[src/lfrd_pkg.sv]
// ----------------------------------------------------------------------------
// lfrd_pkg
// Shared types and constants of the length framed reply deframer.
// ----------------------------------------------------------------------------
package lfrd_pkg;

  localparam int LEN_WIDTH  = 12;
  localparam int CFG_WIDTH  = 12;
  localparam int CFG_IDX_W  = 2;

  typedef enum logic [CFG_IDX_W-1:0] {
    CFG_SYNC_BYTE  = 2'd0,
    CFG_END_BYTE   = 2'd1,
    CFG_MAX_LENGTH = 2'd2
  } cfg_index_t;

  typedef enum logic [2:0] {
    PH_HUNT   = 3'd0,
    PH_CMD    = 3'd1,
    PH_LEN_LO = 3'd2,
    PH_LEN_HI = 3'd3,
    PH_BODY   = 3'd4
  } phase_t;

  typedef enum logic [2:0] {
    ST_BUSY    = 3'd0,
    ST_GOOD    = 3'd1,
    ST_BAD_CMD = 3'd2,
    ST_BAD_LEN = 3'd3,
    ST_BAD_END = 3'd4
  } status_t;

  typedef enum logic [2:0] {
    KIND_NONE       = 3'd0,
    KIND_STATUS     = 3'd1,
    KIND_DTV_STATE  = 3'd2,
    KIND_AUTOSEARCH = 3'd3,
    KIND_HEARTBEAT  = 3'd4,
    KIND_CONSTEL    = 3'd5,
    KIND_MULTIPATH  = 3'd6
  } kind_t;

  localparam logic [7:0] CMD_STATUS     = 8'h11;
  localparam logic [7:0] CMD_AUTOSEARCH = 8'hF3;
  localparam logic [7:0] CMD_HEART      = 8'hF4;
  localparam logic [7:0] CMD_TUNE       = 8'hF6;
  localparam logic [7:0] CMD_CHANNEL    = 8'h22;
  localparam logic [7:0] CMD_CONSTEL    = 8'hF9;
  localparam logic [7:0] CMD_MULTIPATH  = 8'hF1;

  localparam logic [LEN_WIDTH-1:0] LEN_STATUS     = 12'd42;
  localparam logic [LEN_WIDTH-1:0] LEN_SHORT      = 12'd8;
  localparam logic [LEN_WIDTH-1:0] LEN_AUTOSEARCH = 12'd12;
  localparam logic [LEN_WIDTH-1:0] LEN_HEART      = 12'd4;
  localparam logic [LEN_WIDTH-1:0] LEN_CONSTEL    = 12'd2054;
  localparam logic [LEN_WIDTH-1:0] LEN_MIN        = 12'd4;

  localparam logic [7:0]           RST_SYNC_BYTE  = 8'hAA;
  localparam logic [7:0]           RST_END_BYTE   = 8'h55;
  localparam logic [LEN_WIDTH-1:0] RST_MAX_LENGTH = 12'd2054;

  function automatic logic known_command(input logic [7:0] c);
    known_command = (c == CMD_STATUS) || (c == CMD_AUTOSEARCH) || (c == CMD_HEART) ||
                    (c == CMD_TUNE) || (c == CMD_CHANNEL) || (c == CMD_CONSTEL) ||
                    (c == CMD_MULTIPATH);
  endfunction

  function automatic kind_t classify(input logic [7:0] c, input logic [LEN_WIDTH-1:0] len);
    if (c == CMD_STATUS && len == LEN_STATUS) begin
      classify = KIND_STATUS;
    end else if (c == CMD_STATUS && len == LEN_SHORT) begin
      classify = KIND_DTV_STATE;
    end else if (c == CMD_AUTOSEARCH && len == LEN_AUTOSEARCH) begin
      classify = KIND_AUTOSEARCH;
    end else if (c == CMD_HEART && len == LEN_HEART) begin
      classify = KIND_HEARTBEAT;
    end else if (c == CMD_CONSTEL && len == LEN_CONSTEL) begin
      classify = KIND_CONSTEL;
    end else if (c == CMD_MULTIPATH && len == LEN_SHORT) begin
      classify = KIND_MULTIPATH;
    end else begin
      classify = KIND_NONE;
    end
  endfunction

endpackage

[src/lfrd_if.sv]
// ----------------------------------------------------------------------------
// lfrd_if
// Valid/ready channels of the deframer: received bytes in, frame words out.
// ----------------------------------------------------------------------------
interface lfrd_rx_if;
  logic       valid;
  logic       ready;
  logic [7:0] rx_byte;

  modport source (output valid, output rx_byte, input ready);
  modport sink   (input valid, input rx_byte, output ready);
endinterface

interface lfrd_tx_if #(
  parameter int POSITION_WIDTH = 12
);
  logic                      valid;
  logic                      ready;
  logic [7:0]                frame_byte;
  logic [POSITION_WIDTH-1:0] byte_position;
  logic                      last_of_frame;
  lfrd_pkg::status_t         frame_status;
  lfrd_pkg::kind_t           frame_kind;

  modport source (output valid, output frame_byte, output byte_position,
                  output last_of_frame, output frame_status, output frame_kind,
                  input ready);
  modport sink   (input valid, input frame_byte, input byte_position,
                  input last_of_frame, input frame_status, input frame_kind,
                  output ready);
endinterface

[src/length_framed_reply_deframer_unit.sv]
// ----------------------------------------------------------------------------
// length_framed_reply_deframer_unit
// Sync/length framed reply deframer, one received byte per cycle while tx is not stalled.
// ----------------------------------------------------------------------------
// Usage:
//   rx carries received link bytes. While hunting, bytes other than the sync
//   byte are consumed without a result. From the sync byte on, every byte of
//   a candidate frame leaves on tx as one word with its position, a last flag,
//   a status (in progress, good, bad command, bad length, bad end) and, on a
//   good last byte, the frame kind.
//   Each accepted byte's result is registered and shows on tx in the cycle after.
//   Throughput is one byte per cycle while tx is not stalled; the per-byte parse
//   logic and the single output register set that figure.
//   When tx stalls, the output register holds its word and rx.ready stays
//   high only if that word is taken in the same cycle.
//   Reset returns the parser to hunting, empties the output register and
//   loads sync 0xAA, end 0x55 and max length 2054.
//   Configuration (cfg_we/cfg_index/cfg_data) must be written while idle; the block itself does not enforce it.
// ----------------------------------------------------------------------------
module length_framed_reply_deframer_unit #(
  parameter int POSITION_WIDTH = 12
) (
  input  logic                               clk,
  input  logic                               rst,
  input  logic                               cfg_we,
  input  logic [lfrd_pkg::CFG_IDX_W-1:0]     cfg_index,
  input  logic [lfrd_pkg::CFG_WIDTH-1:0]     cfg_data,
  lfrd_rx_if.sink                            rx,
  lfrd_tx_if.source                          tx
);

  localparam int LW = lfrd_pkg::LEN_WIDTH;
  // Common width for comparing positions against frame lengths.
  localparam int CW = ((POSITION_WIDTH > LW) ? POSITION_WIDTH : LW) + 1;
  localparam int unsigned POS_MAX = (1 << POSITION_WIDTH) - 1;

  // Configuration registers
  logic [7:0]    sync_byte;
  logic [7:0]    end_byte;
  logic [LW-1:0] max_length;

  // Parser state
  lfrd_pkg::phase_t          parse_phase, parse_phase_next;
  logic [7:0]                command_code, command_code_next;
  logic [LW-1:0]             frame_length, frame_length_next;
  logic [POSITION_WIDTH-1:0] bytes_seen, bytes_seen_next;

  // Result of the byte on rx this cycle
  logic                      res_valid;
  logic [POSITION_WIDTH-1:0] res_pos;
  logic                      res_last;
  lfrd_pkg::status_t         res_status;
  lfrd_pkg::kind_t           res_kind;

  logic accept;
  logic [15:0] len_wide;
  logic        len_lo_ok, len_hi_ok;
  logic [CW-1:0] next_pos;

  always_ff @(posedge clk) begin
    if (rst) begin
      sync_byte  <= lfrd_pkg::RST_SYNC_BYTE;
      end_byte   <= lfrd_pkg::RST_END_BYTE;
      max_length <= lfrd_pkg::RST_MAX_LENGTH;
    end else if (cfg_we) begin
      case (cfg_index)
        lfrd_pkg::CFG_SYNC_BYTE:  sync_byte  <= cfg_data[7:0];
        lfrd_pkg::CFG_END_BYTE:   end_byte   <= cfg_data[7:0];
        lfrd_pkg::CFG_MAX_LENGTH: max_length <= cfg_data[LW-1:0];
        default: ;  // unmapped index: drop the write
      endcase
    end
  end

  // Take a new byte whenever the output register is free or being drained.
  assign rx.ready = !tx.valid || tx.ready;
  assign accept   = rx.valid && rx.ready;

  // Length checks: one-byte form and two-byte (low byte first) form.
  assign len_wide  = {rx.rx_byte, frame_length[7:0]};
  assign len_lo_ok = ({4'd0, rx.rx_byte} >= lfrd_pkg::LEN_MIN) &&
                     ({4'd0, rx.rx_byte} <= max_length) &&
                     ({8'd0, rx.rx_byte} <= 16'(POS_MAX));
  assign len_hi_ok = (len_wide >= {4'd0, lfrd_pkg::LEN_MIN}) &&
                     (len_wide <= {4'd0, max_length}) &&
                     (len_wide <= 16'(POS_MAX));
  assign next_pos  = CW'(bytes_seen) + CW'(1);

  always_comb begin
    parse_phase_next  = parse_phase;
    command_code_next = command_code;
    frame_length_next = frame_length;
    bytes_seen_next   = bytes_seen;
    res_valid         = 1'b1;
    res_pos           = '0;
    res_last          = 1'b0;
    res_status        = lfrd_pkg::ST_BUSY;
    res_kind          = lfrd_pkg::KIND_NONE;

    case (parse_phase)
      lfrd_pkg::PH_CMD: begin
        res_pos = POSITION_WIDTH'(1);
        if (!lfrd_pkg::known_command(rx.rx_byte)) begin
          res_last         = 1'b1;
          res_status       = lfrd_pkg::ST_BAD_CMD;
          parse_phase_next = lfrd_pkg::PH_HUNT;
        end else begin
          command_code_next = rx.rx_byte;
          parse_phase_next  = lfrd_pkg::PH_LEN_LO;
        end
      end
      lfrd_pkg::PH_LEN_LO: begin
        res_pos = POSITION_WIDTH'(2);
        if (command_code == lfrd_pkg::CMD_CONSTEL) begin
          // Constellation frames carry a two-byte length; hold the low byte.
          frame_length_next = {4'd0, rx.rx_byte};
          parse_phase_next  = lfrd_pkg::PH_LEN_HI;
        end else if (!len_lo_ok) begin
          res_last         = 1'b1;
          res_status       = lfrd_pkg::ST_BAD_LEN;
          parse_phase_next = lfrd_pkg::PH_HUNT;
        end else begin
          frame_length_next = {4'd0, rx.rx_byte};
          bytes_seen_next   = POSITION_WIDTH'(3);
          parse_phase_next  = lfrd_pkg::PH_BODY;
        end
      end
      lfrd_pkg::PH_LEN_HI: begin
        res_pos = POSITION_WIDTH'(3);
        if (!len_hi_ok) begin
          res_last         = 1'b1;
          res_status       = lfrd_pkg::ST_BAD_LEN;
          parse_phase_next = lfrd_pkg::PH_HUNT;
        end else if (len_wide[LW-1:0] == lfrd_pkg::LEN_MIN) begin
          // Shortest constellation frame: the high length byte is the end byte.
          frame_length_next = len_wide[LW-1:0];
          res_last          = 1'b1;
          parse_phase_next  = lfrd_pkg::PH_HUNT;
          if (rx.rx_byte == end_byte) begin
            res_status = lfrd_pkg::ST_GOOD;
            res_kind   = lfrd_pkg::classify(command_code, len_wide[LW-1:0]);
          end else begin
            res_status = lfrd_pkg::ST_BAD_END;
          end
        end else begin
          frame_length_next = len_wide[LW-1:0];
          bytes_seen_next   = POSITION_WIDTH'(4);
          parse_phase_next  = lfrd_pkg::PH_BODY;
        end
      end
      lfrd_pkg::PH_BODY: begin
        res_pos = bytes_seen;
        if (next_pos >= CW'(frame_length)) begin
          res_last         = 1'b1;
          parse_phase_next = lfrd_pkg::PH_HUNT;
          if (rx.rx_byte == end_byte) begin
            res_status = lfrd_pkg::ST_GOOD;
            res_kind   = lfrd_pkg::classify(command_code, frame_length);
          end else begin
            res_status = lfrd_pkg::ST_BAD_END;
          end
        end else begin
          bytes_seen_next = next_pos[POSITION_WIDTH-1:0];
        end
      end
      default: begin
        // Hunting, and any unused phase code.
        parse_phase_next = lfrd_pkg::PH_HUNT;
        if (rx.rx_byte != sync_byte) begin
          res_valid = 1'b0;
        end else begin
          command_code_next = '0;
          frame_length_next = '0;
          bytes_seen_next   = '0;
          parse_phase_next  = lfrd_pkg::PH_CMD;
        end
      end
    endcase
  end

  // Advance the parser on every accepted byte.
  always_ff @(posedge clk) begin
    if (rst) begin
      parse_phase  <= lfrd_pkg::PH_HUNT;
      command_code <= '0;
      frame_length <= '0;
      bytes_seen   <= '0;
    end else if (accept) begin
      parse_phase  <= parse_phase_next;
      command_code <= command_code_next;
      frame_length <= frame_length_next;
      bytes_seen   <= bytes_seen_next;
    end
  end

  // Output register: load on accept, drop the valid once the word is taken.
  always_ff @(posedge clk) begin
    if (rst) begin
      tx.valid <= 1'b0;
    end else if (accept) begin
      tx.valid <= res_valid;
    end else if (tx.ready) begin
      tx.valid <= 1'b0;
    end
  end

  always_ff @(posedge clk) begin
    if (accept) begin
      tx.frame_byte    <= rx.rx_byte;
      tx.byte_position <= res_pos;
      tx.last_of_frame <= res_last;
      tx.frame_status  <= res_status;
      tx.frame_kind    <= res_kind;
    end
  end

endmodule
[src/flat_wrapper.sv]
// flat-port wrapper written by rule: the top's interface ports become plain ports
module length_framed_reply_deframer_unit_flat 
#(
  parameter int POSITION_WIDTH = 12
)
  (clk, rst, cfg_we, cfg_index, cfg_data, rx_valid, rx_rx_byte, rx_ready, tx_valid, tx_frame_byte, tx_byte_position, tx_last_of_frame, tx_frame_status, tx_frame_kind, tx_ready);
  lfrd_rx_if rx_i ();
  lfrd_tx_if #(.POSITION_WIDTH(POSITION_WIDTH)) tx_i ();
  input  logic clk;
  input  logic rst;
  input  logic cfg_we;
  input  logic [lfrd_pkg::CFG_IDX_W-1:0] cfg_index;
  input  logic [lfrd_pkg::CFG_WIDTH-1:0] cfg_data;
  input wire logic [$bits(rx_i.valid)-1:0] rx_valid;
  input wire logic [$bits(rx_i.rx_byte)-1:0] rx_rx_byte;
  output wire logic [$bits(rx_i.ready)-1:0] rx_ready;
  output wire logic [$bits(tx_i.valid)-1:0] tx_valid;
  output wire logic [$bits(tx_i.frame_byte)-1:0] tx_frame_byte;
  output wire logic [$bits(tx_i.byte_position)-1:0] tx_byte_position;
  output wire logic [$bits(tx_i.last_of_frame)-1:0] tx_last_of_frame;
  output wire logic [$bits(tx_i.frame_status)-1:0] tx_frame_status;
  output wire logic [$bits(tx_i.frame_kind)-1:0] tx_frame_kind;
  input wire logic [$bits(tx_i.ready)-1:0] tx_ready;
  assign rx_i.valid = rx_valid;
  assign rx_i.rx_byte = rx_rx_byte;
  assign rx_ready = rx_i.ready;
  assign tx_valid = tx_i.valid;
  assign tx_frame_byte = tx_i.frame_byte;
  assign tx_byte_position = tx_i.byte_position;
  assign tx_last_of_frame = tx_i.last_of_frame;
  assign tx_frame_status = tx_i.frame_status;
  assign tx_frame_kind = tx_i.frame_kind;
  assign tx_i.ready = tx_ready;
  length_framed_reply_deframer_unit #(.POSITION_WIDTH(POSITION_WIDTH)) u_core (.clk(clk), .rst(rst), .cfg_we(cfg_we), .cfg_index(cfg_index), .cfg_data(cfg_data), .rx(rx_i), .tx(tx_i));
endmodule
[config.mk]
export PLATFORM = sky130hd
export DESIGN_NAME = length_framed_reply_deframer_unit_flat
export DESIGN_NICKNAME = d
export VERILOG_FILES = /design/src/lfrd_pkg.sv /design/src/lfrd_if.sv /design/src/length_framed_reply_deframer_unit.sv /design/src/flat_wrapper.sv
export SDC_FILE = /design/constraint.sdc
export NUM_CORES = 1
export LEC_CHECK = 0
export BUFFER_PORTS_ARGS = -buffer_cell sky130_fd_sc_hd__buf_2
export CAP_MARGIN = 20
export CORE_ASPECT_RATIO = 1.2
export CORE_MARGIN = 2
export CORE_UTILIZATION = 53
export DETAILED_ROUTE_END_ITERATION = 16
export GPL_TIMING_DRIVEN = 0
export MAX_ROUTING_LAYER = met4
export PLACE_DENSITY = 0.76
export SLEW_MARGIN = 30
export SYNTH_ARGS = -nofsm -noshare
export SYNTH_HDL_FRONTEND = slang
export SYNTH_SLANG_ARGS = --single-unit
export TNS_END_PERCENT = 50
[constraint.sdc]
create_clock -name clk -period 3.3 [get_ports clk]
set_input_delay 0.33 -clock clk [delete_from_list [all_inputs] [get_ports clk]]
set_output_delay 0.33 -clock clk [all_outputs]
set_load 0.02 [all_outputs]
After elaboration in Yosys (flattened, before gate mapping)
Cells that the tools add are included.
W data, S select, Z words.

word-level totals
  register bits = 91
  input port bits = 27
  output and inout port bits = 29
  logic and storage cells = 164

operators by class
  $add $sub $neg = 1
  $lt $le $gt $ge = 6
  equality and inequality tests = 42
  mux-type cells = 60
  bitwise logic cells = 4
  reductions and logical operators = 37

operators with widths
  kind                     number
  $mux W12                 9
  $pmux W12 S4             2
  $mux W3                  27
  $eq A8 B8 Y1 const B     9
  $eq A12 B4 Y1 const B    4
  $pmux W12 S3             1
  $eq A12 B12 Y1 const B   2
  $eq A12 B3 Y1 const B    2
  $eq A12 B6 Y1 const B    2
  $pmux W3 S4              2
  $eq A8 B5 Y1 const B     2
  $ge A16 B3 Y1 const B    1
  $le A16 B12 Y1           1
  $le A16 B12 Y1 const B   1
  $logic_and A1 B1 Y1      16
  $mux W8                  2
  $pmux W8 S2              1
  $add A12 B1 Y13 const B  1
  $ge A13 B12 Y1           1
  $le A8 B12 Y1            1
  $mux W1                  11
  $ne A2 B2 Y1 const B     5
  $reduce_and A5 Y1        2
  $eq A8 B6 Y1 const B     1
  26 further kinds         44

Longest topological paths before layout
  word-level depth = 12
  gate-level depth with buffers = 15
  mapped depth without buffers = 14

Least setup slack after synthesis
No wires, ideal clock.

  kind = reg2reg
  start = register u_core.bytes_seen[0]
  end = register u_core.bytes_seen[7]
  setup time = 122 ps
  data arrival time = 3093 ps
  data required time = 3178 ps
  path slack = 86 ps
  stages on the path, launching flop included = 14
  buffers on the path = 1
  period minus slack after synthesis = 3214 ps
  cells stage by stage = dfxtp_1 -> ha_1 -> nand3_1 -> or2_2 -> xnor2_1 -> ha_1 -> a211oi_1 -> o21bai_1 -> o21ba_2 -> o31ai_1 -> and4_1 -> buf_4 -> a21oi_2 -> a221o_1

on the way
  cells in the longest elaborated chain, start to end = 4
  elaborated cells on any way between the ends = 6
  those cells by class = 1 x add/sub; 1 x order compare; 1 x eq/ne; 2 x mux; 1 x reduce/logical

ends and longest elaborated chain
  what                         RTL line                                  text
  from (decl)                  length_framed_reply_deframer_unit.sv:46   logic [POSITION_WIDTH-1:0] bytes_seen, bytes_seen_next;
  from (signal assigned)       length_framed_reply_deframer_unit.sv:192  bytes_seen <= bytes_seen_next;
  $add A12 B1 Y13 *            length_framed_reply_deframer_unit.sv:87   assign next_pos = CW'(bytes_seen) + CW'(1);
  $ge A13 B12 Y1               length_framed_reply_deframer_unit.sv:153  if (next_pos >= CW'(frame_length)) begin
  $ne A2 B2 Y1 (no line)       n/a
  $reduce_and A8 Y1 (no line)  n/a

Mark *: on every way between the ends. The rest lies on a longest branch, timed or not. The select of a mux whose other input is x is not followed.
A chain may end at the register's enable or synchronous reset.

Final worst setup path
  start = register u_core.bytes_seen[0]
  end = register u_core.bytes_seen[3]

The elaborated chain is that of the path after synthesis.

==> flow_summary.toml <==
[setup_path]
critical_path.top_delay_family = "compound AO/OA/AOI/OAI gates"
crit_required_ps = 3530
worstSetupPathType = "reg -> reg"
arrival_ps = 3450
path_buf_inv = 1
endpoint_kind = "flip-flop"
slowest_stage = "a221o_1"
cp_cell_sequence = "ha_4 -> nand3_4 -> nor2_4 -> nand3_4 -> nor2_4 -> xor2_2 -> ha_4 -> a21o_1 -> a21oi_2 -> o21ai_2 -> o31ai_4 -> and4_1 -> buf_4 -> a21oi_4 -> a221o_1"
start_kind = "flip-flop"
critical_path.max_stage_delay_ps = 390
critPathMaxFanout = 7

[die]
die_w_um = 94.5
start_util_pct = 54.5
coreArea_um2 = 9560
rows = 39
die_h_um = 113
dieArea_um2 = 10600
num_io_pins = 56

[timing]
setup_violations = 0
worstMarginPinSlew_ps = 863
hold_viol_final = 0
min_period_ps = 3220
clock_skew_ps = 9.21
maxSlewHeadroom_pct = 42.0
drv_slew = 0
fmax_mhz = 311
period_share_pct = 97.6

[synth]
ys_async_sr_fraction_pct = 0
synthXorXnorAreaFrac_pct = 4.54
synth_top_flop_cell = "dfxtp_1"
ys_seq_area_share_pct = 40.1
avgSynthCellArea_um2 = 8.98
synth-seq-cells = 91
synthAdderAreaFrac_pct = 7.92
yosys.area_share.simple_pct = 21.8
ys_types = 67
synth_area_leaders = "dfxtp_1 (25%), edfxtp_1 (16%), ha_1 (7.9%)"
yosysMostFrequentCell = "dfxtp_1"
synth-compound-area-share_pct = 17.5
synth_area_um2 = 5210
ys.warnings.count = 0
syn_inst = 580
synth_edf_count = 27
synth_area_leader_cell = "dfxtp_1"
synth_nets = 640
synth_top_cells_by_count = "dfxtp_1 (64), nand2_1 (54), a21oi_1 (46)"
yosysTopAreaCellShare_pct = 24.6
synth_mux_area_share_pct = 3.07
synth_top_family_by_area = "simple AND/OR/NAND/NOR gates"

[status]
status = "complete, no violations"

[route]
drtAntennaViolNets = 0
drc = 0
wl_um = 13900
first_pass_iters = 5
wl_per_cell_um = 17.9
drtIter0Drc = 394
vias = 4809
vias_per_cell = 6.20

[global_route]
grt_pass1_wl_um = 22400
use_met2_pct = 46.4
met3_usage_pct = 5.17
grt_pass1_vias = 4643
grt_usage_pct = 27.8
use_met1_pct = 31.9
overflow = 0
busiest_layer = "met2"
grt_max_degree = 32
antenna_found_initial = 0

[finish]
syn_to_final_growth_pct = 18.2
final_nets = 708
antenna_cells = 0
drive_gt1_share_pct = 18.7
fin_cells = 776
fin_area_um2 = 6160

[clock_tree]
cts_buffers = 9
cts_tree = "built"
cts_sinks = 91
h-tree-depth = 3
clk_path_buf_depth = 2
clockRootBuffer = "clkbuf_16"
holdBufCountCts = 0
clk_pin_slew_ps = 70
clk_latency_ps = 350

[placement]
dp_cells = 757
globalplace.congestion = 0.967
port_buffers = 54
dp_hpwl_um = 10100
placed_area_um2 = 5640

[pwr]
vdd_ir_drop_max_mv = 0.269
p_leak_uw = 0.00243
p_per_area_nw_per_um2 = 406

[min_path]
hold_class = "in -> reg"

[flow_run]
drv_cap = 0
## registers in the layout (all words and copies together), names as in the netlist, 8 cells and up
signal	flops
u_core.bytes_seen	12
u_core.command_code	8
u_core.end_byte	8
u_core.frame_length	12
u_core.max_length	12
u_core.sync_byte	8
u_core.tx.byte_position	12
u_core.tx.frame_byte	8
## kinds of logic (layout without fill, tap and decap cells)
logic type | Yosys count | count (layout)
and+or+nand+nor | 217 | 217
AOI/OAI and AO/OA | 132 | 132
DFF | 91 | 91
buffers and inverters | 64 | 137
adders and majority gates | 33 | 33
xor gates and xnor gates | 27 | 27
muxes | 16 | 16
## metrics by stage
| step | worst slack, ps | hold slack (ps) | utilization [%] | setup TNS [ps] | total power, uW |
|---|---|---|---|---|---|
| finish | 80.4 | 191 | 64.4 | 0 | 2500 |
| global route | -71.7 | 189 | 64.4 | -333 | 2590 |
| CTS | 6.73 | 181 | 63.0 | 0 | 2510 |
| detailed placement | -727 | 456 | 59.0 | -7310 | 1460 |
| global placement | -648 | 445 | 58.9 | -6360 | 1460 |
| floorplan | 85.6 | 429 | - | 0 | 1380 |
## layer usage
| metal | wire length, um | vias up |
|---|---|---|
| li1 | - | 2271 |
| met4 | 530 | 0 |
| met3 | 758 | 45 |
| met1 | 5550 | 2303 |
| met2 | 7030 | 190 |
| met5 | 0 | - |
## where the power goes
part           total, uW  internal [uW]  switching [uW]
sequential          1190           1180            12.9
clock               1050            592             457
combinational        260           92.0             168
total               2500           1860             637
## final timing paths
check | start | endpoint | slack (ps) | depth (start not counted)
hold / removal | rx_rx_byte[4] | u_core.tx.frame_byte[4]$_DFFE_PP_ | 190 | 1
setup / recovery | u_core.bytes_seen[0]$_SDFFE_PP0P_ | u_core.bytes_seen[3]$_SDFFE_PP0P_ | 80 | 15
hold reg to reg | u_core.max_length[4]$_SDFFE_PP0P_ | u_core.max_length[4]$_SDFFE_PP0P_ | 460 | 2
setup reg to reg | u_core.bytes_seen[0]$_SDFFE_PP0P_ | u_core.bytes_seen[3]$_SDFFE_PP0P_ | 80 | 15
## layout make-up
| cell class | instances | area (um^2) |
|---|---|---|
| well taps | 123 | 154 |
| repair buffers | 61 | 323 |
| inverters | 33 | 124 |
| multi-input cells | 425 | 3030 |
| clock inverters | 7 | 76.3 |
| fillers | 813 | 3400 |
| clock buffers | 9 | 225 |
| plain buffers | 27 | 123 |
| flip-flops and latches | 91 | 2100 |
## cell usage in the layout, fill, tap and decap left out, drive strengths merged, types with 8 or more instances in the layout
cell type / n
mux2i: 16
inv: 35
nand4: 26
ha: 33
dfxtp: 64
o21ai: 23
xnor2: 24
nor3: 15
and3: 17
a221o: 8
nor2: 45
a21oi: 47
nand3: 16
buf: 71
edfxtp: 27
clkbuf: 26
a22o: 8
nand2: 54
## repair_timing
item,in CTS,in global routing
resized for setup,16,22
setup endpoints to repair,15,12
buffers inserted,3,4
pin swaps,6,6
No activity file was read; power rests on OpenSTA's default activity.
